## src/design/dbads_pkg.sv

```systemverilog
// ----------------------------------------------------------------------------
// dbads_pkg
// Shared constants and lookup functions for the dB attenuation DAC serializer:
// mantissa table, segment scale factors and attenuation-to-segment split.
// ----------------------------------------------------------------------------
package dbads_pkg;

   // Input transaction layout
   localparam int TRIM_FIELDS   = 8;   // trim ports on the request side
   localparam int OUT_LANE_BITS = 8;   // width of the lane_bits result field
   localparam int ATTEN_IN_W    = 8;   // master and trim width
   localparam int POS_W         = 4;   // bit_position width

   // Conversion arithmetic
   localparam int STEPS_PER_SEGMENT = 48;
   localparam int ATTEN_W    = 9;      // master + trim, at most 510
   localparam int SEG_W      = 4;      // segment 0..10
   localparam int INDEX_W    = 6;      // index 0..47
   localparam int MANT_W     = 12;
   localparam int FACTOR_W   = 25;     // 1.0 in 24 fraction bits needs 25 bits
   localparam int FRAC_W     = 24;
   localparam int PROD_W     = MANT_W + FACTOR_W;
   localparam int RAW_CODE_W = 12;
   localparam logic [PROD_W-1:0] ROUND_HALF = PROD_W'(64'd1 << (FRAC_W - 1));

   // Segment = atten / 48 = (atten >> 4) / 3, with /3 done as *11 >> 5
   // (exact for 5-bit operands).
   function automatic logic [SEG_W-1:0] seg_of(input logic [ATTEN_W-1:0] atten);
      logic [ATTEN_W-1:0] scaled;
      scaled = ATTEN_W'(atten[ATTEN_W-1:4]) * ATTEN_W'(11);
      return scaled[ATTEN_W-1:5];
   endfunction

   // Index within the segment
   function automatic logic [INDEX_W-1:0] index_of(input logic [ATTEN_W-1:0] atten,
                                                   input logic [SEG_W-1:0]   seg);
      logic [ATTEN_W-1:0] base;
      logic [ATTEN_W-1:0] diff;
      base = ATTEN_W'(seg) * ATTEN_W'(STEPS_PER_SEGMENT);
      diff = atten - base;
      return diff[INDEX_W-1:0];
   endfunction

   // Mantissa table, 0x0FFF down to 0x0822
   function automatic logic [MANT_W-1:0] mantissa(input logic [INDEX_W-1:0] idx);
      logic [MANT_W-1:0] val;
      case (idx)
         6'd0:  val = 12'h FFF;  6'd1:  val = 12'h FC4;  6'd2:  val = 12'h F8B;
         6'd3:  val = 12'h F52;  6'd4:  val = 12'h F1A;  6'd5:  val = 12'h EE3;
         6'd6:  val = 12'h EAC;  6'd7:  val = 12'h E77;  6'd8:  val = 12'h E42;
         6'd9:  val = 12'h E0E;  6'd10: val = 12'h DDA;  6'd11: val = 12'h DA7;
         6'd12: val = 12'h D76;  6'd13: val = 12'h D44;  6'd14: val = 12'h D14;
         6'd15: val = 12'h CE4;  6'd16: val = 12'h CB5;  6'd17: val = 12'h C86;
         6'd18: val = 12'h C58;  6'd19: val = 12'h C2B;  6'd20: val = 12'h BFF;
         6'd21: val = 12'h BD3;  6'd22: val = 12'h BA8;  6'd23: val = 12'h B7D;
         6'd24: val = 12'h B53;  6'd25: val = 12'h B2A;  6'd26: val = 12'h B01;
         6'd27: val = 12'h AD9;  6'd28: val = 12'h AB1;  6'd29: val = 12'h A8A;
         6'd30: val = 12'h A63;  6'd31: val = 12'h A3D;  6'd32: val = 12'h A18;
         6'd33: val = 12'h 9F3;  6'd34: val = 12'h 9CE;  6'd35: val = 12'h 9AB;
         6'd36: val = 12'h 987;  6'd37: val = 12'h 964;  6'd38: val = 12'h 942;
         6'd39: val = 12'h 920;  6'd40: val = 12'h 8FF;  6'd41: val = 12'h 8DE;
         6'd42: val = 12'h 8BD;  6'd43: val = 12'h 89D;  6'd44: val = 12'h 87E;
         6'd45: val = 12'h 85F;  6'd46: val = 12'h 840;  6'd47: val = 12'h 822;
         default: val = '0;
      endcase
      return val;
   endfunction

   // round(10^(-0.3*s) * 2^24)
   function automatic logic [FACTOR_W-1:0] seg_factor(input logic [SEG_W-1:0] seg);
      logic [FACTOR_W-1:0] val;
      case (seg)
         4'd0:    val = 25'd16777216;
         4'd1:    val = 25'd8408526;
         4'd2:    val = 25'd4214246;
         4'd3:    val = 25'd2112126;
         4'd4:    val = 25'd1058571;
         4'd5:    val = 25'd530542;
         4'd6:    val = 25'd265901;
         4'd7:    val = 25'd133266;
         4'd8:    val = 25'd66791;
         4'd9:    val = 25'd33475;
         4'd10:   val = 25'd16777;
         default: val = '0;
      endcase
      return val;
   endfunction

endpackage

```

## src/design/dbads_lane_code.sv

```systemverilog
// ----------------------------------------------------------------------------
// dbads_lane_code
// One lane's dB-to-linear conversion: table lookup and scale multiply into a
// product register, rounding on the register output.
// ----------------------------------------------------------------------------
module dbads_lane_code #(
   parameter int CODE_BITS = 12
) (
   input  logic                                   clock,
   input  logic                                   load,
   input  logic [dbads_pkg::ATTEN_IN_W-1:0]       master,
   input  logic [dbads_pkg::ATTEN_IN_W-1:0]       trim,
   output logic [CODE_BITS-1:0]                   code
);

   logic [dbads_pkg::ATTEN_W-1:0]    atten;
   logic [dbads_pkg::SEG_W-1:0]      seg;
   logic [dbads_pkg::INDEX_W-1:0]    index;
   logic [dbads_pkg::PROD_W-1:0]     prod_in;
   logic [dbads_pkg::PROD_W-1:0]     prod_ff;
   logic [dbads_pkg::PROD_W-1:0]     rounded;
   logic [dbads_pkg::RAW_CODE_W-1:0] raw_code;

   // Split total attenuation into segment and index; the sum never reaches
   // the deep-attenuation limit with 8-bit fields, so no zero guard is needed.
   always_comb begin
      atten   = dbads_pkg::ATTEN_W'(master) + dbads_pkg::ATTEN_W'(trim);
      seg     = dbads_pkg::seg_of(atten);
      index   = dbads_pkg::index_of(atten, seg);
      prod_in = dbads_pkg::PROD_W'(dbads_pkg::mantissa(index))
              * dbads_pkg::PROD_W'(dbads_pkg::seg_factor(seg));
   end

   // Hold the product until the next transaction moves in
   always_ff @(posedge clock) begin
      if (load) begin
         prod_ff <= prod_in;
      end
   end

   // Round half up and drop the fraction
   assign rounded  = prod_ff + dbads_pkg::ROUND_HALF;
   assign raw_code = rounded[dbads_pkg::FRAC_W +: dbads_pkg::RAW_CODE_W];
   assign code     = CODE_BITS'(raw_code);

endmodule

```

## config.mk

```make
export PLATFORM = sky130hd
export DESIGN_NAME = dbads_lane_code
export DESIGN_NICKNAME = d
export VERILOG_FILES = /design/src/design/dbads_pkg.sv /design/src/design/dbads_lane_code.sv
export SDC_FILE = /design/constraint.sdc
export NUM_CORES = 1
export LEC_CHECK = 0
export ABC_AREA = 1
export BUFFER_PORTS_ARGS = -buffer_cell sky130_fd_sc_hd__buf_2
export CAP_MARGIN = 20
export CORE_UTILIZATION = 50
export DETAILED_ROUTE_END_ITERATION = 10
export GPL_TIMING_DRIVEN = 0
export PLACE_DENSITY = 0.75
export SLEW_MARGIN = 20
export SYNTH_ARGS = -nofsm -noshare
export SYNTH_HDL_FRONTEND = slang
export SYNTH_SLANG_ARGS = --single-unit
export TNS_END_PERCENT = 30
```

## constraint.sdc

```tcl
create_clock -name clock -period 23.9 [get_ports clock]
set_input_delay 1.195 -clock clock [delete_from_list [all_inputs] [get_ports clock]]
set_output_delay 1.195 -clock clock [all_outputs]
set_load 0.03 [all_outputs]
```

==> results of run 1 <==
-- worst max-delay path: cells and delay by family --
family	cells	cell delay [ps]
adders and majority gates	12	4820
and+or+nand+nor	18	2690
AOI/OAI and AO/OA	5	820
buffers and inverters	14	2170
-- layout make-up --
class | count | area [sq um] | share of cell area [%]
plain buffers | 39 | 174 | 1.42
repair buffers | 29 | 145 | 1.18
flip-flops and latches | 13 | 390 | 3.18
clock buffers | 3 | 75.1 | 0.612
inverters | 411 | 1540 | 12.6
well taps | 313 | 392 | 3.19
clock inverters | 1 | 5.00 | 0.0408
multi-input cells | 1133 | 9550 | 77.8
-- worst min-delay path by stage --
| stage | startpoint | cells past startpoint | endpoint |
|---|---|---|---|
| floorplan | load | 0 | prod_ff[23]$_DFFE_PP_ |
| global placement | load | 1 | prod_ff[24]$_DFFE_PP_ |
| detailed placement | load | 1 | prod_ff[27]$_DFFE_PP_ |
| CTS | load | 1 | prod_ff[29]$_DFFE_PP_ |
| global route | load | 1 | prod_ff[29]$_DFFE_PP_ |
| finish | load | 1 | prod_ff[27]$_DFFE_PP_ |
-- per-layer routing --
metal	track usage [%]	share of wire (%)	vias to the layer above
li1	-	-	4792
met1	35.6	40	5031
met2	45.2	47	480
met3	4.20	9.2	72
met4	8.30	3.4	0
met5	0	0	-
-- through the flow --
stage | cells | worst slack [ps] | area (sq um) | utilization (%)
3_3_place_gp | 1938 | 12150 | 12200 | 53.5
2_1_floorplan | 1596 | 13780 | 11700 | -
3_5_place_dp | 1938 | 12120 | 12200 | 53.5
5_1_grt | 1942 | 11440 | 12300 | 53.9
4_1_cts | 1942 | 12330 | 12300 | 53.9
6_report | 1942 | 12180 | 12300 | 53.9
-- cells in the mapped netlist (7+ instances only) --
library cell  number  area (sq um)
a21oi_1           47           235
a31oi_1           10          62.6
buf_2             10          50.1
clkbuf_1          27           101
edfxtp_1          13           390
fa_1             230          4600
ha_1             104          1300
inv_1            397          1490
inv_2              8          30.0
nand2_1          351          1320
nand2_2            7          43.8
nand3_1           33           165
nor2_1           196           736
nor3_1            19          95.1
o21ai_0           42           210
o22ai_1            7          43.8
xor2_1            19           166
-- cell usage in the layout (no fill, tap or decap), types with 5 or more instances in the layout --
cell type    n
fa_1       230
ha_1       104
nand3_1     33
o21ai_1      5
o22ai_1      7
nand2_2      7
inv_1      397
o211ai_1     6
a21oi_1     47
o21ai_0     42
xor2_1      19
buf_2       39
nor2_1     196
clkinv_1     6
edfxtp_1    13
a31oi_1     10
inv_2        8
nor3_1      19
clkbuf_1    27
nand2_1    351
-- logic make-up (layout without fill, tap and decap cells) --
group	count (synthesis)	after routing
and+or+nand+nor	634	634
xor gates and xnor gates	22	22
AOI/OAI and AO/OA	143	143
buffers and inverters	450	483
DFF	13	13
adders and majority gates	334	334
==> results by group, run 1 <==
Route
  – DR DRC count: 0
  – Antenna viol nets, final: 0
  – DR pass1 iterations: 6
  – Number of vias per cell: 5.34
  – Routed WL: 30,100 microns
  – Via count: 10,375
  – Initial DRC Count: 905
  – DR WL/cell: 15.5 microns

Setup path
  – Slowest CP cell: nor2_1
  – Largest stage delay on the critical path: 630 ps
  – Data arrival, critical path: 11,710 ps
  – CP Data Required Time: 23,890 ps
  – CP Class: in2reg
  – CP endpoint: prod_ff[33]$_DFFE_PP_
  – Most used cell, CP: inv_1
  – CP Launch Type: primary input
  – Crit path from: master[0]
  – Max FO, Critical Path: 10
  – Crit end category: flop

STA
  – WHS: 1360 ps
  – Endpoints failing hold: 0
  – Minimum clock period: 11,720 ps
  – Final Setup Violations: 0
  – Max-slew headroom: 34.2%
  – Setup TNS: 0 ps
  – Fmax achieved: 85.3 MHz
  – Worst-Margin Slew: 981 ps
  – Final Slew Violations: 0
  – RSZ-0062 raised after global routing: no
  – Tcrit/Tclk final: 49.0%

Logic synthesis
  – Synth Area in Compound Gates: 7.33%
  – Synth Register Bits: 13
  – Area share of fa/ha/maj cells after synthesis: 50.7%
  – Sequential-to-total area share from yosys stat: 3.35%
  – Synth Instances: 1,596
  – Syn avg cell area: 7.30 sq um
  – Simple-Gate Fraction of Synth Area: 22.3%
  – Largest family of logic cells by synthesized area: adder cells
  – Post-Syn Nets: 1,948
  – Number of synthesized flops with an enable pin: 13
  – Post-synthesis mux area share: 0%
  – Ys async rst share: 0%
  – Yosys cell types: 51
  – Top FF cell, synth: edfxtp_1
  – Synth Area in XOR/XNOR: 1.65%
  – Ys Warns: 0
  – Netlist Area Pre-Place: 0.0117 sq mm

Run
  – Max Cap Viol: 0

Finish
  – Layout cell share with drive strength beyond 1: 4.97%
  – Area growth, synth to finish: 5.29%
  – Biggest regs: prod_ff (13)
  – Fillers: 2,219
  – Max reg flops: 13
  – NumNets Final: 1,982
  – Antenna fix cells: 0
  – Most flops, register: prod_ff

Placed design
  – IO Port Bufs: 29
  – Routability Congestion: 0.946
  – Dpl hpwl: 26,000 microns

Global route
  – Global-route wire length before repair: 50,900 microns
  – Vias in the first global route: 10,500
  – Initial antenna violation count: 0
  – Largest net degree at the start of global routing: 14
  – GRT overflow: 0
  – Overall global routing resource usage: 26.9%

Clock tree
  – CTS root buf: clkbuf_16
  – CTS tree: built
  – PostCTS Resize Cnt: 0
  – Cts bufs inserted: 3
  – H-Tree Depth: 1
  – # Post-CTS Setup Buffers: 0
  – Clk slew on worst S/H paths: 40 ps
  – CTS hold repair buffers: 0
  – CTS Buffer Depth: 2
  – CTS sink count: 13

Floorplanning
  – Die width: 155 microns
  – Starting Density: 51.2%
  – Area of the core: 0.0228 sq mm
  – IO Pins: 30
  – Rows: 55
  – Die ar.: 0.0239 sq mm
  – Die height: 155 microns

Outcome
  – Status: completed

Worst hold path
  – Hold crit path type: in2reg
Power of run 1 is left out: the tool's default activity adds up to more than one toggle a clock period on the data nets, which glitch-free logic cannot reach.
==> run 2: changes to the inputs <==
--- a/config.mk
+++ b/config.mk
@@ -5,13 +5,13 @@
 export SDC_FILE = /design/constraint.sdc
 export NUM_CORES = 1
 export LEC_CHECK = 0
-export ABC_AREA = 1
+export ABC_AREA = 0
 export BUFFER_PORTS_ARGS = -buffer_cell sky130_fd_sc_hd__buf_2
 export CAP_MARGIN = 20
 export CORE_UTILIZATION = 50
 export DETAILED_ROUTE_END_ITERATION = 10
 export GPL_TIMING_DRIVEN = 0
-export PLACE_DENSITY = 0.75
+export PLACE_DENSITY = 0.78
 export SLEW_MARGIN = 20
 export SYNTH_ARGS = -nofsm -noshare
 export SYNTH_HDL_FRONTEND = slang
==> constraint.sdc (replaced) <==
create_clock -name clock -period 10.1 [get_ports clock]
set_input_delay 0.505 -clock clock [delete_from_list [all_inputs] [get_ports clock]]
set_output_delay 0.505 -clock clock [all_outputs]
set_load 0.03 [all_outputs]
==> results by group, run 2 <==
Clock tree
  – Clk slew on worst S/H paths: 40 ps
  – CTS Buffer Depth: 2
  – CTS hold repair buffers: 0
  – CTS root buf: clkbuf_16
  – H-Tree Depth: 1
  – Cts bufs inserted: 3
  – CTS sink count: 13
  – CTS tree: built

Setup path
  – CP Data Required Time: 10,070 ps
  – Data arrival, critical path: 10,330 ps
  – Most used cell, CP: fa_1
  – CP Launch Type: primary input
  – Max FO, Critical Path: 6
  – CP Class: in2reg
  – Crit end category: flop
  – Slowest CP cell: fa_2
  – Largest stage delay on the critical path: 500 ps

Logic synthesis
  – Synth Instances: 1,409
  – Yosys cell types: 76
  – Post-synth top area cell: fa_1
  – Top FF cell, synth: edfxtp_1
  – Number of synthesized flops with an enable pin: 13
  – Synth Register Bits: 13
  – Dominant cells by area after synthesis: fa_1, ha_1, inv_1
  – Ys async rst share: 0%
  – Commonest cells post-synth: inv_1, fa_1, nand2_1
  – Most frequent cell after synthesis: inv_1
  – Sequential-to-total area share from yosys stat: 3.39%
  – Syn avg cell area: 8.18 sq um
  – Netlist Area Pre-Place: 0.0115 sq mm
  – Post-Syn Nets: 1,761
  – Ys Warns: 0
  – Share of the synthesized area in the top cell type: 40.0%

Finish
  – Commonest cells after routing, fill and taps aside: inv_1, fa_1, nand2_1, nor2_1, ha_1
  – Multi-input logic area: 0.0108 sq mm
  – Fillers: 1,873
  – Area growth, synth to finish: 19.2%
  – Commonest non-fill, non-tap cell in the layout: inv_1
  – NumNets Final: 1,854
  – Biggest regs: prod_ff (13)
  – Most flops, register: prod_ff
  – Max reg flops: 13
  – Reg area: 390 sq um
  – Layout cell share with drive strength beyond 1: 19.9%

STA
  – Final Slew Violations: 0
  – Minimum clock period: 10,360 ps
  – Worst-Margin Slew: 990 ps
  – Fmax achieved: 96.5 MHz
  – Max-slew headroom: 34.0%
  – Tcrit/Tclk final: 103%
  – Endpoints failing hold: 0
  – Final Setup Violations: 5
  – Final setup margin: -260 ps
  – Setup TNS: -680 ps
  – RSZ-0062 raised after global routing: yes

Run
  – Max Cap Viol: 0

Outcome
  – Status: complete, but fails checks
  – Failing checks: design-rule violations, negative setup slack

Floorplanning
  – Die height: 154 microns
  – Rows: 55
  – Starting Density: 50.9%
  – Die width: 154 microns
  – IO Pins: 30
  – Die ar.: 0.0237 sq mm
  – Area of the core: 0.0226 sq mm

Route
  – DR DRC count: 4
  – DR pass1 iterations: 10
  – Number of vias per cell: 5.78
  – Via count: 10,322
  – DR WL/cell: 18.3 microns
  – Routed WL: 32,600 microns
  – Initial DRC Count: 1,022
  – Antenna viol nets, final: 0

Placed design
  – IO Port Bufs: 29
  – Dpl hpwl: 26,000 microns
  – Routability Congestion: 1.01

Worst hold path
  – Min-delay src: load
  – Hold crit path type: in2reg
  – WHS Path Cells: 1
  – Worst Hold End: prod_ff[23]$_DFFE_PP_

Global route
  – Overall global routing resource usage: 28.4%
  – Vias in the first global route: 10,561
  – GRT overflow: 0
  – Initial antenna violation count: 0
  – Largest net degree at the start of global routing: 14
  – Global-route wire length before repair: 52,800 microns
==> run 2: how the worst max path moves through the flow <==
| stage | depth (start not counted) | start | to | slack (ps) |
|---|---|---|---|---|
| 2_1_floorplan | 45 | trim[1] | prod_ff[35]$_DFFE_PP_ | -230 |
| 3_3_place_gp | 46 | trim[1] | prod_ff[35]$_DFFE_PP_ | -2090 |
| 3_5_place_dp | 46 | master[1] | prod_ff[35]$_DFFE_PP_ | -2200 |
| 4_1_cts | 47 | trim[1] | prod_ff[35]$_DFFE_PP_ | -350 |
| 5_1_grt | 45 | trim[1] | prod_ff[35]$_DFFE_PP_ | -600 |
| 6_report | 46 | trim[1] | prod_ff[35]$_DFFE_PP_ | -260 |
==> run 2: stage by stage <==
stage	util (%)	area [sq um]	setup slack [ps]	cells	hold slack [ps]
global route	60.6	13700	-598	1786	675
detailed placement	55.1	12500	-2200	1724	914
floorplan	-	12000	-228	1409	617
finish	60.6	13700	-260	1787	673
CTS	58.8	13300	-347	1766	668
global placement	55.0	12500	-2090	1723	905
==> run 2: cell type report <==
class / count / area share, %
buffer: 57 / 3.02
sequential: 13 / 2.84
clock buffer: 4 / 0.574
tap: 285 / 2.60
antenna: 1 / 0.0182
timing repair buffer: 90 / 4.78
multi-input combinational: 1056 / 78.5
inverter: 281 / 7.68
==> run 2: timing repair <==
| action | CTS | global route |
|---|---|---|
| setup buffers | 38 | 20 |
| pin swaps | 45 | 21 |
| gates resized for setup | 105 | 90 |
| endpoints found under the setup margin | 13 | 13 |
| cloned | 2 | 0 |
==> run 2: layer usage <==
| metal | vias up | part of all wire [%] | global-route usage, % |
|---|---|---|---|
| li1 | 4628 | - | - |
| met1 | 5145 | 39 | 37.3 |
| met2 | 470 | 48 | 47.3 |
| met3 | 79 | 8.9 | 5.75 |
| met4 | 0 | 3.5 | 9.00 |
| met5 | - | 0 | 0 |
==> run 2: logic make-up (layout without fill, tap and decap cells) <==
kind of cell	Yosys count	count (layout)	synth area share, %
DFF	13	13	3.39
AOI/OAI and AO/OA	219	219	12.6
other	0	1	0
buffers and inverters	340	432	11.2
xor gates and xnor gates	41	41	3.44
adders and majority gates	334	334	51.3
and+or+nand+nor	459	459	17.8
muxes	3	3	0.261
==> run 2: critical path: cells and delay by family <==
kind	cells	cell delay [ps]
AOI/OAI and AO/OA	15	3210
and+or+nand+nor	9	1280
buffers and inverters	8	670
adders and majority gates	11	4090
xor gates and xnor gates	3	540
Power of run 2 is left out for the same reason.
==> run 3: changes to the inputs <==
--- a/config.mk
+++ b/config.mk
@@ -8,10 +8,12 @@
 export ABC_AREA = 0
 export BUFFER_PORTS_ARGS = -buffer_cell sky130_fd_sc_hd__buf_2
 export CAP_MARGIN = 20
-export CORE_UTILIZATION = 50
+export CELL_PAD_IN_SITES_DETAIL_PLACEMENT = 0
+export CELL_PAD_IN_SITES_GLOBAL_PLACEMENT = 1
+export CORE_UTILIZATION = 46
 export DETAILED_ROUTE_END_ITERATION = 10
 export GPL_TIMING_DRIVEN = 0
-export PLACE_DENSITY = 0.78
+export PLACE_DENSITY = 0.9
 export SLEW_MARGIN = 20
 export SYNTH_ARGS = -nofsm -noshare
 export SYNTH_HDL_FRONTEND = slang
==> results by group, run 3 (synthesis gave the netlist of run 2 again) <==
Global route
  – GRT overflow: 0
  – Global-route wire length before repair: 55,400 microns
  – Overall global routing resource usage: 27.6%
  – Initial antenna violation count: 0
  – Largest net degree at the start of global routing: 14
  – Vias in the first global route: 10,696

Finish
  – NumNets Final: 1,857
  – Antenna fix cells: 0
  – Area growth, synth to finish: 21.3%
  – Most flops, register: prod_ff
  – Max reg flops: 13
  – Commonest cells after routing, fill and taps aside: inv_1, fa_1, nand2_1, nor2_1, ha_1
  – Fillers: 2,242
  – Layout cell share with drive strength beyond 1: 20.5%
  – Commonest non-fill, non-tap cell in the layout: inv_1
  – Biggest regs: prod_ff (13)

STA
  – WHS: 668 ps
  – Final Slew Violations: 0
  – Max-slew headroom: 23.1%
  – Final Setup Violations: 11
  – RSZ-0062 raised after global routing: yes
  – Worst-Margin Slew: 1150 ps
  – Minimum clock period: 10,670 ps
  – Tcrit/Tclk final: 106%
  – Endpoints failing hold: 0
  – Final setup margin: -568 ps
  – Fmax achieved: 93.7 MHz

Clock tree
  – Cts bufs inserted: 3
  – CTS tree: built
  – CTS root buf: clkbuf_16
  – CTS hold repair buffers: 0
  – CTS Buffer Depth: 2
  – H-Tree Depth: 1
  – Clk slew on worst S/H paths: 50 ps
  – CTS sink count: 13

Outcome
  – Status: complete, but fails checks
  – Failing checks: negative setup slack

Setup path
  – CP endpoint: prod_ff[35]$_DFFE_PP_
  – Max FO, Critical Path: 7
  – CP Class: in2reg
  – WP buf/inv: 14
  – CP Data Required Time: 10,170 ps
  – Crit path from: master[3]
  – Top Family by Delay on Critical Path: adder cells
  – Data arrival, critical path: 10,740 ps
  – Crit path depth: 48
  – Most used cell, CP: buf_6
  – Crit end category: flop
  – Slowest CP cell: fa_2
  – CP Launch Type: primary input
  – Largest stage delay on the critical path: 580 ps

Placed design
  – IO Port Bufs: 29
  – Dpl hpwl: 27,100 microns
  – Setup WS pre-CTS: -2320 ps
  – Routability Congestion: 0.971

Route
  – Via count: 10,224
  – Number of vias per cell: 5.59
  – Routed WL: 34,200 microns
  – DR WL/cell: 18.7 microns
  – DR DRC count: 0
  – Antenna viol nets, final: 0
  – DR pass1 iterations: 5
  – Initial DRC Count: 870

Worst hold path
  – Hold crit path type: in2reg

Floorplanning
  – Die ar.: 0.0257 sq mm
  – Die height: 160 microns
  – IO Pins: 30
  – Starting Density: 47.1%
  – Die width: 160 microns
  – Rows: 57
  – Area of the core: 0.0245 sq mm

Run
  – Max Cap Viol: 0
## run 3: cell types whose count changed in the layout (fill, tap and decap cells not counted), sizes merged
cell    delta
clkbuf     +6
buf        -4
clkinv     +1
diode      -1
## run 3: worst min path at each step
| stage | to | cells after the start | startpoint | slack, ps |
|---|---|---|---|---|
| 2_1_floorplan | prod_ff[23]$_DFFE_PP_ | 0 | load | 620 |
| 3_3_place_gp | prod_ff[24]$_DFFE_PP_ | 1 | load | 900 |
| 3_5_place_dp | prod_ff[23]$_DFFE_PP_ | 1 | load | 920 |
| 4_1_cts | prod_ff[23]$_DFFE_PP_ | 1 | load | 670 |
| 5_1_grt | prod_ff[23]$_DFFE_PP_ | 1 | load | 680 |
| 6_report | prod_ff[23]$_DFFE_PP_ | 1 | load | 670 |
## run 3: cell type report
type	count	area, sq um	share of cell area (%)
plain buffers	56	405	2.90
clock buffers	3	75.1	0.537
clock inverters	1	5.00	0.0358
inverters	281	1060	7.56
multi-input cells	1056	10800	77.5
flip-flops and latches	13	390	2.79
well taps	324	405	2.90
repair buffers	94	811	5.80
## run 3: stage by stage
step                      TNS [ps]  cell area (sq um)  instances  utilization (%)
after CTS                    -2290              13700       1817             55.8
after floorplan               -499              12000       1409                -
after global routing         -7280              14000       1828             57.1
after detailed placement    -25210              12500       1763             51.2
after global placement      -24020              12500       1762             51.1
final                        -2980              14000       1828             57.1
## run 3: timing repair
action / in CTS / in global routing
cloned: 2 / 0
gates resized for setup: 148 / 53
setup buffers: 52 / 11
pin swaps: 64 / 48
endpoints found under the setup margin: 13 / 13
## run 3: metal layers
layer / track usage [%] / vias to the layer above / wire, microns
met1: 36.5 / 5133 / 13700
met5: 0 / - / 0
li1: - / 4627 / -
met2: 46.4 / 399 / 16400
met4: 7.32 / 0 / 1020
met3: 5.04 / 65 / 3060
Power of run 3 is left out for the same reason.
