**config.mk**
```make
export PLATFORM = sky130hd
export DESIGN_NAME = dbads_serializer
export DESIGN_NICKNAME = d
export VERILOG_FILES = /design/src/design/dbads_pkg.sv /design/src/design/dbads_serializer.sv
export SDC_FILE = /design/constraint.sdc
export NUM_CORES = 1
export LEC_CHECK = 0
export ABC_AREA = 1
export BUFFER_PORTS_ARGS = -buffer_cell sky130_fd_sc_hd__buf_2
export CELL_PAD_IN_SITES_DETAIL_PLACEMENT = 1
export CELL_PAD_IN_SITES_GLOBAL_PLACEMENT = 1
export CORE_MARGIN = 1
export CORE_UTILIZATION = 36
export CTS_BUF_LIST = sky130_fd_sc_hd__clkbuf_16
export DETAILED_ROUTE_END_ITERATION = 10
export PLACE_DENSITY_LB_ADDON = 0.15
export SLEW_MARGIN = 20
export SYNTH_ARGS = -nofsm -noshare
export SYNTH_HDL_FRONTEND = slang
export SYNTH_SLANG_ARGS = --single-unit
```
**constraint.sdc**
```tcl
create_clock -name clock -period 3.4 [get_ports clock]
set_input_delay 0.68 -clock clock [delete_from_list [all_inputs] [get_ports clock]]
set_output_delay 0.68 -clock clock [all_outputs]
set_load 0.05 [all_outputs]
```
**src/design/dbads_pkg.sv**
```systemverilog
// ----------------------------------------------------------------------------
// dbads_pkg
// Shared constants and lookup functions for the dB attenuation DAC serializer:
// mantissa table, segment scale factors and attenuation-to-segment split.
// ----------------------------------------------------------------------------
package dbads_pkg;

   // Input transaction layout
   localparam int TRIM_FIELDS   = 8;   // trim ports on the request side
   localparam int OUT_LANE_BITS = 8;   // width of the lane_bits result field
   localparam int ATTEN_IN_W    = 8;   // master and trim width
   localparam int POS_W         = 4;   // bit_position width

   // Conversion arithmetic
   localparam int STEPS_PER_SEGMENT = 48;
   localparam int ATTEN_W    = 9;      // master + trim, at most 510
   localparam int SEG_W      = 4;      // segment 0..10
   localparam int INDEX_W    = 6;      // index 0..47
   localparam int MANT_W     = 12;
   localparam int FACTOR_W   = 25;     // 1.0 in 24 fraction bits needs 25 bits
   localparam int FRAC_W     = 24;
   localparam int PROD_W     = MANT_W + FACTOR_W;
   localparam int RAW_CODE_W = 12;
   localparam logic [PROD_W-1:0] ROUND_HALF = PROD_W'(64'd1 << (FRAC_W - 1));

   // Segment = atten / 48 = (atten >> 4) / 3, with /3 done as *11 >> 5
   // (exact for 5-bit operands).
   function automatic logic [SEG_W-1:0] seg_of(input logic [ATTEN_W-1:0] atten);
      logic [ATTEN_W-1:0] scaled;
      scaled = ATTEN_W'(atten[ATTEN_W-1:4]) * ATTEN_W'(11);
      return scaled[ATTEN_W-1:5];
   endfunction

   // Index within the segment
   function automatic logic [INDEX_W-1:0] index_of(input logic [ATTEN_W-1:0] atten,
                                                   input logic [SEG_W-1:0]   seg);
      logic [ATTEN_W-1:0] base;
      logic [ATTEN_W-1:0] diff;
      base = ATTEN_W'(seg) * ATTEN_W'(STEPS_PER_SEGMENT);
      diff = atten - base;
      return diff[INDEX_W-1:0];
   endfunction

   // Mantissa table, 0x0FFF down to 0x0822
   function automatic logic [MANT_W-1:0] mantissa(input logic [INDEX_W-1:0] idx);
      logic [MANT_W-1:0] val;
      case (idx)
         6'd0:  val = 12'h FFF;  6'd1:  val = 12'h FC4;  6'd2:  val = 12'h F8B;
         6'd3:  val = 12'h F52;  6'd4:  val = 12'h F1A;  6'd5:  val = 12'h EE3;
         6'd6:  val = 12'h EAC;  6'd7:  val = 12'h E77;  6'd8:  val = 12'h E42;
         6'd9:  val = 12'h E0E;  6'd10: val = 12'h DDA;  6'd11: val = 12'h DA7;
         6'd12: val = 12'h D76;  6'd13: val = 12'h D44;  6'd14: val = 12'h D14;
         6'd15: val = 12'h CE4;  6'd16: val = 12'h CB5;  6'd17: val = 12'h C86;
         6'd18: val = 12'h C58;  6'd19: val = 12'h C2B;  6'd20: val = 12'h BFF;
         6'd21: val = 12'h BD3;  6'd22: val = 12'h BA8;  6'd23: val = 12'h B7D;
         6'd24: val = 12'h B53;  6'd25: val = 12'h B2A;  6'd26: val = 12'h B01;
         6'd27: val = 12'h AD9;  6'd28: val = 12'h AB1;  6'd29: val = 12'h A8A;
         6'd30: val = 12'h A63;  6'd31: val = 12'h A3D;  6'd32: val = 12'h A18;
         6'd33: val = 12'h 9F3;  6'd34: val = 12'h 9CE;  6'd35: val = 12'h 9AB;
         6'd36: val = 12'h 987;  6'd37: val = 12'h 964;  6'd38: val = 12'h 942;
         6'd39: val = 12'h 920;  6'd40: val = 12'h 8FF;  6'd41: val = 12'h 8DE;
         6'd42: val = 12'h 8BD;  6'd43: val = 12'h 89D;  6'd44: val = 12'h 87E;
         6'd45: val = 12'h 85F;  6'd46: val = 12'h 840;  6'd47: val = 12'h 822;
         default: val = '0;
      endcase
      return val;
   endfunction

   // round(10^(-0.3*s) * 2^24)
   function automatic logic [FACTOR_W-1:0] seg_factor(input logic [SEG_W-1:0] seg);
      logic [FACTOR_W-1:0] val;
      case (seg)
         4'd0:    val = 25'd16777216;
         4'd1:    val = 25'd8408526;
         4'd2:    val = 25'd4214246;
         4'd3:    val = 25'd2112126;
         4'd4:    val = 25'd1058571;
         4'd5:    val = 25'd530542;
         4'd6:    val = 25'd265901;
         4'd7:    val = 25'd133266;
         4'd8:    val = 25'd66791;
         4'd9:    val = 25'd33475;
         4'd10:   val = 25'd16777;
         default: val = '0;
      endcase
      return val;
   endfunction

endpackage

```
**src/design/dbads_serializer.sv**
```systemverilog
// ----------------------------------------------------------------------------
// dbads_serializer
// Shifts the lane codes out MSB first, one bit-parallel frame per cycle.
// ----------------------------------------------------------------------------
module dbads_serializer #(
   parameter int OUT_LANES = 8,
   parameter int CODE_BITS = 12
) (
   input  logic                                   clock,
   input  logic                                   reset,
   input  logic                                   load,
   input  logic                                   group,
   input  logic [CODE_BITS-1:0]                   codes [OUT_LANES],
   output logic                                   free,
   output logic                                   rsp_valid,
   output logic                                   rsp_group_load,
   output logic [dbads_pkg::OUT_LANE_BITS-1:0]    rsp_lane_bits,
   output logic [dbads_pkg::POS_W-1:0]            rsp_bit_position,
   output logic                                   rsp_last_bit
);

   localparam logic [dbads_pkg::POS_W-1:0] TOP_POS = dbads_pkg::POS_W'(CODE_BITS - 1);

   logic                          active_ff;
   logic                          active_in;
   logic [dbads_pkg::POS_W-1:0]   pos_ff;
   logic [dbads_pkg::POS_W-1:0]   pos_in;
   logic                          group_ff;
   logic [CODE_BITS-1:0]          shift_ff [OUT_LANES];

   // Free when idle or presenting the final bit of a frame
   assign free = !active_ff || (pos_ff == '0);

   // Advance the bit counter; reload or drop to idle after bit zero
   always_comb begin
      active_in = active_ff;
      pos_in    = pos_ff;
      if (load) begin
         active_in = 1'b1;
         pos_in    = TOP_POS;
      end else if (active_ff) begin
         if (pos_ff == '0) begin
            active_in = 1'b0;
         end else begin
            pos_in = pos_ff - 1'b1;
         end
      end
   end

   always_ff @(posedge clock) begin
      if (reset) begin
         active_ff <= 1'b0;
         pos_ff    <= '0;
      end else begin
         active_ff <= active_in;
         pos_ff    <= pos_in;
      end
   end

   // Load or shift the per-lane code registers
   always_ff @(posedge clock) begin
      if (load) begin
         group_ff <= group;
      end
      for (int i = 0; i < OUT_LANES; i++) begin
         if (load) begin
            shift_ff[i] <= codes[i];
         end else if (active_ff) begin
            shift_ff[i] <= shift_ff[i] << 1;
         end
      end
   end

   // Present the current frame
   always_comb begin
      rsp_lane_bits = '0;
      for (int i = 0; i < OUT_LANES; i++) begin
         rsp_lane_bits[i] = shift_ff[i][CODE_BITS-1];
      end
   end

   assign rsp_valid        = active_ff;
   assign rsp_group_load   = group_ff;
   assign rsp_bit_position = pos_ff;
   assign rsp_last_bit     = active_ff && (pos_ff == '0);

endmodule

```
==> metrics.md, run 1 <==
| Metric | Value |
|---|---|
| Die Height | `112 um` |
| Outcome | `completed` |
| Root Buffer | `clkbuf_16` |
| Routed vias/inst | `4.56` |
| WL per Instance | `13.4 um` |
| Worst-skew pair later-pin latency | `0.34 ns` |
| CTS Buf Count | `9` |
| Pin count of the biggest net entering global routing | `95` |
| Period Utilization, post-route | `67.1%` |
| Detailed Place HPWL | `6180 um` |
| Fill cells | `1345` |
| DRT iter0 DRCs | `114` |
| Post-CTS setup buffers | `0` |
| Total power | `0.00283 W` |
| Post-synth EDFFs | `96` |
| Critical Path Sink Type | `output port` |
| Most frequent cell after synthesis | `nand2_1` |
| Synth Warn # | `0` |
| Worst vdd ir | `195 uV` |
| Vias in the first global route | `3127` |
| DRT Wirelength | `9030 um` |
| Final Core Density | `45.4%` |
| Synth cell count leaders | `nand2_1, edfxtp_1, buf_4, inv_1, a22o_1` |
| Total Routing Usage GR | `15.4%` |
| Drt pass-1 iters | `4` |
| FF/Latch Area | `0.00300 mm^2` |
| Fin crit period | `2.28 ns` |
| Final Slew Violations | `0` |
| Setup violators final | `0` |
| Post-route ant nets | `0` |
| Post-CTS Resized | `0` |
| Port Buf Inserts | `115` |
| Post-synth top area cell | `edfxtp_1` |
| Worst EP arrival | `1.60 ns` |
| Core area | `0.0117 mm^2` |
| Seq/Total Area, Yosys | `68.5%` |
| Slew @ Worst Pin | `0.915 ns` |
| Pleak | `2.49 nW` |
| Gpl congestion | `0.741` |
| Type of the most critical hold path | `flop to flop` |
| Clk sinks | `102` |
| Ys async rst share | `0%` |
| Syn Area/Cell | `10.4 um^2` |
| FF+latch count, synth | `102` |
| Layout Nets | `628` |
| Clk_skew | `0.0114 ns` |
| Initial antenna violation count | `1` |
| Area of the multi-input gates | `0.00114 mm^2` |
| Synth top area share | `65.7%` |
| Syn Std Cell Area | `0.00439 mm^2` |
| Primary FF master, synth | `edfxtp_1` |
| Initial Util | `37.6%` |
| Design area | `0.00530 mm^2` |
| Post-DP Area | `0.00502 mm^2` |
| CTS tree | `yes` |
| CP startpoint kind | `flop` |
| # hold bufs at CTS | `0` |
| Fraction of layout cells with a size suffix above 1 | `26.2%` |
| Die W | `112 um` |
| Max-cap check violation count | `0` |
| Crit Path Max Fanout | `5` |
| Post-synthesis net count | `525` |
| RSZ-0062 raised after global routing | `false` |
| Row cnt | `39` |
| Global-route wire length before repair | `15200 um` |
| Worst-path clk slew | `0.07 ns` |
| Die Area | `0.0126 mm^2` |
| Vias | `3076` |
| Worst path required time | `2.72 ns` |
| Top Ports | `116` |
| Worst rel slew slack | `39.0%` |
| Final setup margin | `1.12 ns` |
| Setup TNS | `0 ns` |
| Fmax | `0.438 GHz` |
| Post-synth cell types | `21` |
| Ranking of synthesized cells by area | `edfxtp_1, nand2_1, dfxtp_1` |
| Layout area overhead | `20.8%` |
| DRC | `0` |
| Dpl ws | `1.15 ns` |
| Fin. Hold Viols | `0` |
| Clock Path Buffers | `2` |
| Power Dens Cells | `534 mW/mm^2` |
| # H-tree levels | `3` |
| Critical path class | `flop to output port` |
| Antenna Cells | `0` |
| Mapped Cells | `423` |
| Gr ovfl total | `0` |
worst max-delay path, cell delays in order, from the launching register on:
cell	delay, ns
dfxtp_1	0.39
inv_1	0.10
ha_1	0.20
nand3_1	0.16
nand2_1	0.17
buf_2	0.25
where the power goes:
group,switching (W),internal [W],leakage (nW)
Combinational,0.000216,0.000110,1.34
Clock,0.000453,0.000496,0.120
Sequential,0.0000367,0.00152,1.03
Total,0.000705,0.00213,2.49
cell families after synthesis:
kind of cell | Yosys count | synth area share, %
AO/OA/AOI/OAI | 16 | 2.71
adder cells (fa/ha/maj) | 2 | 0.570
AND/OR/NAND/NOR | 257 | 22.4
XOR/XNOR | 1 | 0.200
buffers and inverters | 45 | 5.68
flip-flops | 102 | 68.5
worst paths after layout:
| kind | startpoint | endpoint | slack [ns] | cells past startpoint |
|---|---|---|---|---|
| max | rsp_bit_position[0] | free | 1.12 | 5 |
| min | shift_ff[1][0] | shift_ff[1][0] | 0.50 | 2 |
| min reg2reg | shift_ff[1][0] | shift_ff[1][0] | 0.50 | 2 |
| max reg2reg | rsp_valid | shift_ff[0][2] | 1.56 | 5 |
state kept, by name (all words and copies together), names as in the netlist:
name / count
rsp_valid: 1
rsp_bit_position: 4
rsp_group_load: 1
shift_ff: 96
routing by layer:
metal  track usage (%)  wire, um  vias to the layer above
met5                 0        13                        -
li1                  -         -                     1569
met3              2.59       430                        9
met1              21.4      4300                     1411
met2              24.6      4210                       85
met4              5.33        74                        2
layout make-up:
cell class | instances | area share (%)
Tap cell | 143 | 3.38
Clock inverter | 7 | 0.968
Multi-Input combinational cell | 276 | 21.6
Inverter | 18 | 1.28
Sequential cell | 102 | 56.7
Clock buffer | 9 | 4.25
Timing Repair Buffer | 119 | 11.9
cells in the final DEF (no fill, tap or decap), types with 4 or more instances in the layout:
cell	instances
nand2_1	240
inv_1	16
nand3_1	4
buf_2	115
a22o_1	10
clkbuf_16	9
dfxtp_1	6
clkinvlp_4	5
nor2_1	9
edfxtp_1	96
through the flow:
| stage | hold slack (ns) | std cells |
|---|---|---|
| after detailed placement | 0.478 | 658 |
| after CTS | 0.500 | 674 |
| after global routing | 0.512 | 674 |
| after floorplan | 0.451 | 423 |
| final | 0.496 | 674 |
| after global placement | 0.465 | 658 |
No activity file was read; power rests on OpenSTA's default activity.
==> inputs of run 2 (changes only) <==
--- a/config.mk
+++ b/config.mk
@@ -5,12 +5,12 @@
 export SDC_FILE = /design/constraint.sdc
 export NUM_CORES = 1
 export LEC_CHECK = 0
-export ABC_AREA = 1
+export ABC_AREA = 0
 export BUFFER_PORTS_ARGS = -buffer_cell sky130_fd_sc_hd__buf_2
 export CELL_PAD_IN_SITES_DETAIL_PLACEMENT = 1
 export CELL_PAD_IN_SITES_GLOBAL_PLACEMENT = 1
 export CORE_MARGIN = 1
-export CORE_UTILIZATION = 36
+export CORE_UTILIZATION = 40
 export CTS_BUF_LIST = sky130_fd_sc_hd__clkbuf_16
 export DETAILED_ROUTE_END_ITERATION = 10
 export PLACE_DENSITY_LB_ADDON = 0.15
==> constraint.sdc (replaced) <==
create_clock -name clock -period 2.3 [get_ports clock]
set_input_delay 0.46 -clock clock [delete_from_list [all_inputs] [get_ports clock]]
set_output_delay 0.46 -clock clock [all_outputs]
set_load 0.05 [all_outputs]
==> run 2 against run 1 <==
  * Sequential share of layout area is 0.54 points lower
  * Clock skew hardly changed
  * Non-clock buffer count stayed put
  * Final cell count is 26% lower
  * Combinational power is 44% higher
==> metrics.md, run 2 <==
| Metric | Value |
|---|---|
| Worst rel slew slack | `75.6% (+37 points)` |
| Post-synthesis net count | `348 (-34%)` |
| Drt pass-1 iters | `4 (unchanged)` |
| Clk_skew | `0.0116 ns (+0.000151 ns)` |
| Gr ovfl total | `0 (unchanged)` |
| Most frequent cells in the layout | `buf_2, edfxtp_1, mux2_1, mux2_2, a22o_1` |
| Worst-skew pair later-pin latency | `0.33 ns (about the same)` |
| Die W | `106 um (-5.5%)` |
| Post-synth top area cell | `edfxtp_1` |
| Synth cell count leaders | `edfxtp_1, mux2_1, mux2_2` |
| DRC | `0 (unchanged)` |
| # H-tree levels | `3 (unchanged)` |
| DRT iter0 DRCs | `66 (-42%)` |
| Total power | `0.00435 W (+54%)` |
| Fraction of layout cells with a size suffix above 1 | `47.8% (+22 points)` |
| Max incr delay on CP | `0.41 ns (+0.02 ns)` |
| Core area | `0.0104 mm^2 (-11%)` |
| Global-route wire length before repair | `13000 um (-15%)` |
| Setup violators final | `0 (unchanged)` |
| Reg-to-Reg End | `shift_ff[0][5]` |
| Reg2Reg Depth | `4 (-1)` |
| Outcome | `completed` |
| Critical path cell sequence | `inv_1 -> ha_1 -> or3b_4 -> nor2_2 -> clkbuf_4` |
| Final Core Density | `51.4% (+5.9 points)` |
| Clock Path Buffers | `2 (unchanged)` |
| # hold bufs at CTS | `0 (unchanged)` |
| CP startpoint kind | `flop` |
| Clk sinks | `102 (unchanged)` |
| WHS Path Cells | `1 (-1)` |
| CTS tree | `yes` |
| CTS Buf Count | `9 (unchanged)` |
| Synth Warn # | `0 (unchanged)` |
| Largest Register | `shift_ff` |
| Critical Path Sink Type | `output port` |
| Worst vdd ir | `443 uV (+130%)` |
| Seq/Total Area, Yosys | `69.1% (+0.63 points)` |
| Gpl congestion | `0.710 (-4.1%)` |
| Fmax | `0.465 GHz` |
| Syn Area/Cell | `17.7 um^2 (+70%)` |
| Ys async rst share | `0% (unchanged)` |
| Row cnt | `37 (-5.1%)` |
| Ranking of synthesized cells by area | `edfxtp_1, mux2_1, mux2_2` |
| Root Buffer | `clkbuf_16` |
| Pleak | `2.10 nW (-16%)` |
| Worst EP arrival | `1.69 ns (+0.09 ns)` |
| RSZ-0062 raised after global routing | `false` |
| Power Dens Cells | `813 mW/mm^2 (+52%)` |
| Dpl ws | `0.413 ns (-0.740 ns)` |
| Post-route ant nets | `0 (unchanged)` |
| Period Utilization, post-route | `93.5%` |
| Worst path required time | `1.84 ns (-0.88 ns)` |
| Detailed Place HPWL | `5360 um (-13%)` |
| Routed vias/inst | `4.87 (+6.7%)` |
| Initial antenna violation count | `0 (-1)` |
| Initial Util | `41.7% (+4.1 points)` |
| Type of the most critical hold path | `input pin to flop` |
| Max-cap check violation count | `0 (unchanged)` |
| Internal power | `0.00340 W (+60%)` |
| WL per Instance | `15.9 um (+18%)` |
| Port Buf Inserts | `115 (unchanged)` |
| Fin crit period | `2.15 ns` |
| Crit Path Max Fanout | `4 (-1)` |
| Syn Std Cell Area | `0.00435 mm^2 (-0.91%)` |
| Post-synth cell types | `27 (+29%)` |
| FF+latch count, synth | `102 (unchanged)` |
| Logic pwr share | `10.8% (-0.7 points)` |
| Most frequent cell after synthesis | `edfxtp_1` |
| Top Ports | `116 (unchanged)` |
| Final setup margin | `0.149 ns (-0.969 ns)` |
| Placed insts | `482 (-27%)` |
| Worst-path clk slew | `0.07 ns (about the same)` |
| Total Routing Usage GR | `15.1% (-0.30 points)` |
| Slew @ Worst Pin | `0.361 ns (-0.554 ns)` |
| Post-synth EDFFs | `96 (unchanged)` |
| Mapped Cells | `246 (-42%)` |
| Vias | `2426 (-21%)` |
| DRT Wirelength | `7900 um (-12%)` |
| Synth top area share | `66.3% (+0.61 points)` |
| Highest-delay cell along the critical path | `or3b_4` |
| Worst r2r src | `rsp_valid` |
| Sw Ratio | `21.9% (-3.0 points)` |
| Layout area overhead | `23.1%` |
| Min-delay src | `group` |
| Antenna Cells | `0 (unchanged)` |
| Die Height | `106 um (-5.5%)` |
| Max reg flops | `96 (unchanged)` |
| Critical path class | `flop to output port` |
| Fin. Hold Viols | `0 (unchanged)` |
| Flop pwr share | `52.6% (-2.4 points)` |
| FF-to-FF setup slack | `0.58 ns (-0.98 ns)` |
| Pin count of the biggest net entering global routing | `52 (-45%)` |
| Clk pwr share | `36.6% (+3.1 points)` |
| Layout Nets | `459 (-27%)` |
| Worst Hold End | `rsp_group_load` |
| Die Area | `0.0113 mm^2 (-11%)` |
| Primary FF master, synth | `edfxtp_1` |
| Post-route insts no fill | `498 (-26%)` |
| Vias in the first global route | `2657 (-15%)` |
| Setup TNS | `0 ns (unchanged)` |
| Final Slew Violations | `0 (unchanged)` |
| Switch Pwr | `0.000953 W (+35%)` |
| Most common cell after layout, fill and taps aside | `buf_2` |
run 2: changes by cell type after synthesis, sizes merged, moves of 3 or more:
cell    previous run  this run
nor2b              0         7
mux2               0        77
nor2              10         3
nand3              4         1
clkbuf             5         1
buf               22        18
nand2            241         7
inv               18         4
run 2: layer usage:
metal / up-vias / GRT usage [%] / wire length [um]
li1: 1161 / - / -
met1: 1190 / 18.6 / 3480
met2: 73 / 25.7 / 3940
met3: 2 / 4.29 / 449
met4: 0 / 4.76 / 35
met5: - / 0 / 0
run 2: logic make-up after synthesis:
| kind of cell | after synthesis | share of synthesized area [%] |
|---|---|---|
| flops | 102 | 69.1 |
| mux | 78 | 20.2 |
| buf+inv | 23 | 4.00 |
| simple gates | 22 | 2.88 |
| compound gates | 19 | 3.28 |
| fa+ha+maj | 2 | 0.576 |
run 2: power groups by stage:
stage	registers, W	clock network [W]	logic [W]
5_1_grt	0.00231	0.00169	0.000515
2_1_floorplan	0.00234	0	0.000300
4_1_cts	0.00229	0.00164	0.000476
3_3_place_gp	0.00232	0	0.000459
6_report	0.00229	0.00159	0.000469
3_5_place_dp	0.00233	0	0.000473
run 2: through the flow:
step	area (um^2)	hold slack (ns)
floorplan	4360	0.438
global placement	5020	0.458
detailed placement	5020	0.488
CTS	5340	0.296
global route	5350	0.293
finish	5350	0.307
run 2: layout make-up:
class / count / area [um^2]
Clock inverter: 7 / 90.1
Clock buffer: 9 / 225
Fill cell: 1055 / 5070
Inverter: 4 / 15.0
Timing Repair Buffer: 119 / 664
Sequential cell: 102 / 3000
Multi-Input combinational cell: 121 / 1180
Tap cell: 136 / 170
run 2: worst max-delay path, delay by kind of cell, from the launching register on:
family | cells | cell delay, ns
flops | 1 | 0.33
fa+ha+maj | 1 | 0.20
buf+inv | 2 | 0.33
simple gates | 2 | 0.50
run 2: what timing repair did:
item	in CTS	in global routing
setup buffers	0	0
resized for setup	0	5
setup endpoints to repair	0	2
run 2: how the worst max path moves through the flow:
stage	to	slack [ns]	from
after floorplan	rsp_last_bit	0.19	rsp_bit_position[0]
after global placement	shift_ff[0][45]	0.46	load
after detailed placement	free	0.41	rsp_bit_position[0]
after CTS	free	0.03	rsp_bit_position[0]
after global routing	free	0.02	rsp_bit_position[0]
final	rsp_last_bit	0.15	rsp_bit_position[0]
==> inputs of run 3 (changes only) <==
--- a/config.mk
+++ b/config.mk
@@ -13,7 +13,7 @@
 export CORE_UTILIZATION = 40
 export CTS_BUF_LIST = sky130_fd_sc_hd__clkbuf_16
 export DETAILED_ROUTE_END_ITERATION = 10
-export PLACE_DENSITY_LB_ADDON = 0.15
+export PLACE_DENSITY = 0.77
 export SLEW_MARGIN = 20
 export SYNTH_ARGS = -nofsm -noshare
 export SYNTH_HDL_FRONTEND = slang
==> run 3 against run 2 <==
  * Utilization shrank 0.48 points
  * Clock power down 8%
  * Count of clock-buffer cells in the layout unchanged
  * Critical path depth unchanged
  * Final cell count unchanged
  * Sequential share of layout area grew 0.53 points
  * Sequential power barely moved
  * Routed wire length is 3.3% higher
  * Largest power group unchanged
==> metrics.md, run 3 (synthesis results as in run 2) <==
| Metric | Value |
|---|---|
| Pin count of the biggest net entering global routing | `73 (+40%)` |
| Critical path class | `flop to output port` |
| Worst-path clk slew | `0.06 ns (about the same)` |
| Port Buf Inserts | `115 (unchanged)` |
| Initial antenna violation count | `0 (unchanged)` |
| Layout area overhead | `21.9%` |
| Drt pass-1 iters | `4 (unchanged)` |
| Worst-skew pair later-pin latency | `0.33 ns (about the same)` |
| Final setup margin | `0.0879 ns (-0.0607 ns)` |
| Initial Util | `41.7% (unchanged)` |
| Max incr delay on CP | `0.43 ns (+0.02 ns)` |
| DRT iter0 DRCs | `78 (+18%)` |
| Die W | `106 um (unchanged)` |
| Slew @ Worst Pin | `0.411 ns (+0.0500 ns)` |
| Layout Nets | `459 (unchanged)` |
| # H-tree levels | `3 (unchanged)` |
| Outcome | `completed` |
| Most frequent cells in the layout | `buf_2, edfxtp_1, mux2_1, mux2_2, a22o_1` |
| Worst vdd ir | `442 uV (-0.32%)` |
| Vias | `2453 (+1.1%)` |
| Detailed Place HPWL | `5480 um (+2.3%)` |
| Pleak | `2.07 nW (-1.3%)` |
| Gr ovfl total | `0 (unchanged)` |
| RSZ-0062 raised after global routing | `false` |
| Fraction of layout cells with a size suffix above 1 | `47.2% (-0.55 points)` |
| Fmax | `0.452 GHz (-2.7%)` |
| Top Ports | `116 (unchanged)` |
| Die Height | `106 um (unchanged)` |
| Post-route ant nets | `0 (unchanged)` |
| CP startpoint kind | `flop` |
| Root Buffer | `clkbuf_16` |
| Crit Path Max Fanout | `4 (unchanged)` |
| Most common cell after layout, fill and taps aside | `buf_2` |
| WL per Instance | `16.4 um (+3.3%)` |
| Worst path required time | `1.84 ns (about the same)` |
| Routed vias/inst | `4.93 (+1.1%)` |
| Type of the most critical hold path | `input pin to flop` |
| Antenna Cells | `0 (unchanged)` |
| Dpl ws | `0.348 ns (-0.0655 ns)` |
| Critical path cell sequence | `inv_1 -> ha_1 -> or3b_4 -> nor2_2 -> clkbuf_4` |
| Global-route wire length before repair | `13100 um (+0.74%)` |
| Vias in the first global route | `2579 (-2.9%)` |
| CTS tree | `yes` |
| Row cnt | `37 (unchanged)` |
| Core area | `0.0104 mm^2 (unchanged)` |
| Fin crit period | `2.21 ns (+0.0607 ns)` |
| Power Dens Cells | `799 mW/mm^2 (-1.8%)` |
| Clk_skew | `0.00622 ns (-0.00535 ns)` |
| Setup TNS | `0 ns (unchanged)` |
| Highest-delay cell along the critical path | `or3b_4` |
| CTS Buf Count | `9 (unchanged)` |
| Max-cap check violation count | `0 (unchanged)` |
| DRT Wirelength | `8160 um (+3.3%)` |
| Gpl congestion | `0.703 (-1.1%)` |
| Max reg flops | `96 (unchanged)` |
| Clk sinks | `102 (unchanged)` |
| Clock Path Buffers | `2 (unchanged)` |
| Critical Path Sink Type | `output port` |
| Setup violators final | `0 (unchanged)` |
| Largest Register | `shift_ff` |
| Die Area | `0.0113 mm^2 (unchanged)` |
| DRC | `0 (unchanged)` |
| Worst rel slew slack | `72.6% (-3.0 points)` |
| Worst EP arrival | `1.75 ns (+0.06 ns)` |
| Period Utilization, post-route | `96.2% (+2.6 points)` |
| Total Routing Usage GR | `15.4% (+0.30 points)` |
| Fin. Hold Viols | `0 (unchanged)` |
| Fill cells | `1069 (+1.3%)` |
| Post-CTS setup buffers | `0 (unchanged)` |
| Final Slew Violations | `0 (unchanged)` |
==> run 3: cell count changes in the layout (fill, tap and decap cells not counted) <==
cell        previous run  this run
buf_12                 4         2
buf_4                  0         2
bufinv_16              2         1
clkinv_1               0         2
clkinv_2               2         0
clkinv_4               1         0
clkinvlp_4             1         2
inv_6                  0         1
==> run 3: worst max-delay path, delay by kind of cell, from the launching register on <==
kind                     cells  cell delay (ns)
AND/OR/NAND/NOR              2             0.52
buffers and inverters        2             0.35
flip-flops                   1             0.34
adder cells (fa/ha/maj)      1             0.22
==> run 3: metrics by stage <==
| step | instances | utilization [%] | hold WS [ns] | power (W) | cell area (um^2) |
|---|---|---|---|---|---|
| 6_report | 498 | 50.9 | 0.304 | 0.00423 | 5300 |
| 5_1_grt | 498 | 50.9 | 0.299 | 0.00441 | 5300 |
| 4_1_cts | 498 | 50.8 | 0.287 | 0.00429 | 5290 |
| 3_5_place_dp | 482 | 48.0 | 0.469 | 0.00280 | 5000 |
| 3_3_place_gp | 482 | 48.0 | 0.452 | 0.00277 | 5000 |
| 2_1_floorplan | 246 | - | 0.438 | 0.00264 | 4360 |
==> run 3: final timing paths <==
kind,start,endpoint,slack [ns],cells after the start
max,rsp_bit_position[0],rsp_last_bit,0.09,5
min,group,rsp_group_load,0.30,1
max reg2reg,rsp_valid,shift_ff[0][32],0.50,4
min reg2reg,shift_ff[1][0],shift_ff[1][0],0.48,2
==> run 3: layer usage <==
metal | up-vias | GRT usage (%) | routed length [um]
li1 | 1161 | - | -
met1 | 1195 | 19.1 | 3350
met2 | 87 | 26.0 | 4170
met3 | 10 | 3.80 | 548
met4 | 0 | 5.95 | 92
met5 | - | 0 | 0
==> run 3: cell type report <==
class	count	area, um^2	share of cell area [%]
clock inverters	7	65.1	1.23
flip-flops and latches	102	3000	56.7
clock buffers	9	225	4.25
well taps	136	170	3.21
multi-input cells	121	1180	22.3
inverters	4	15.0	0.283
repair buffers	119	639	12.1
==> run 3: where the power goes <==
group          internal, W  leakage, nW  switching, W
sequential         0.00224         1.02     0.0000516
combinational     0.000205        0.915      0.000260
clock             0.000836        0.138      0.000639
==> run 3: repair_timing <==
item	4_1_cts	5_1_grt
endpoints found under the setup margin	1	2
hold buffers	0	0
gates cloned	0	0
resized for setup	1	3
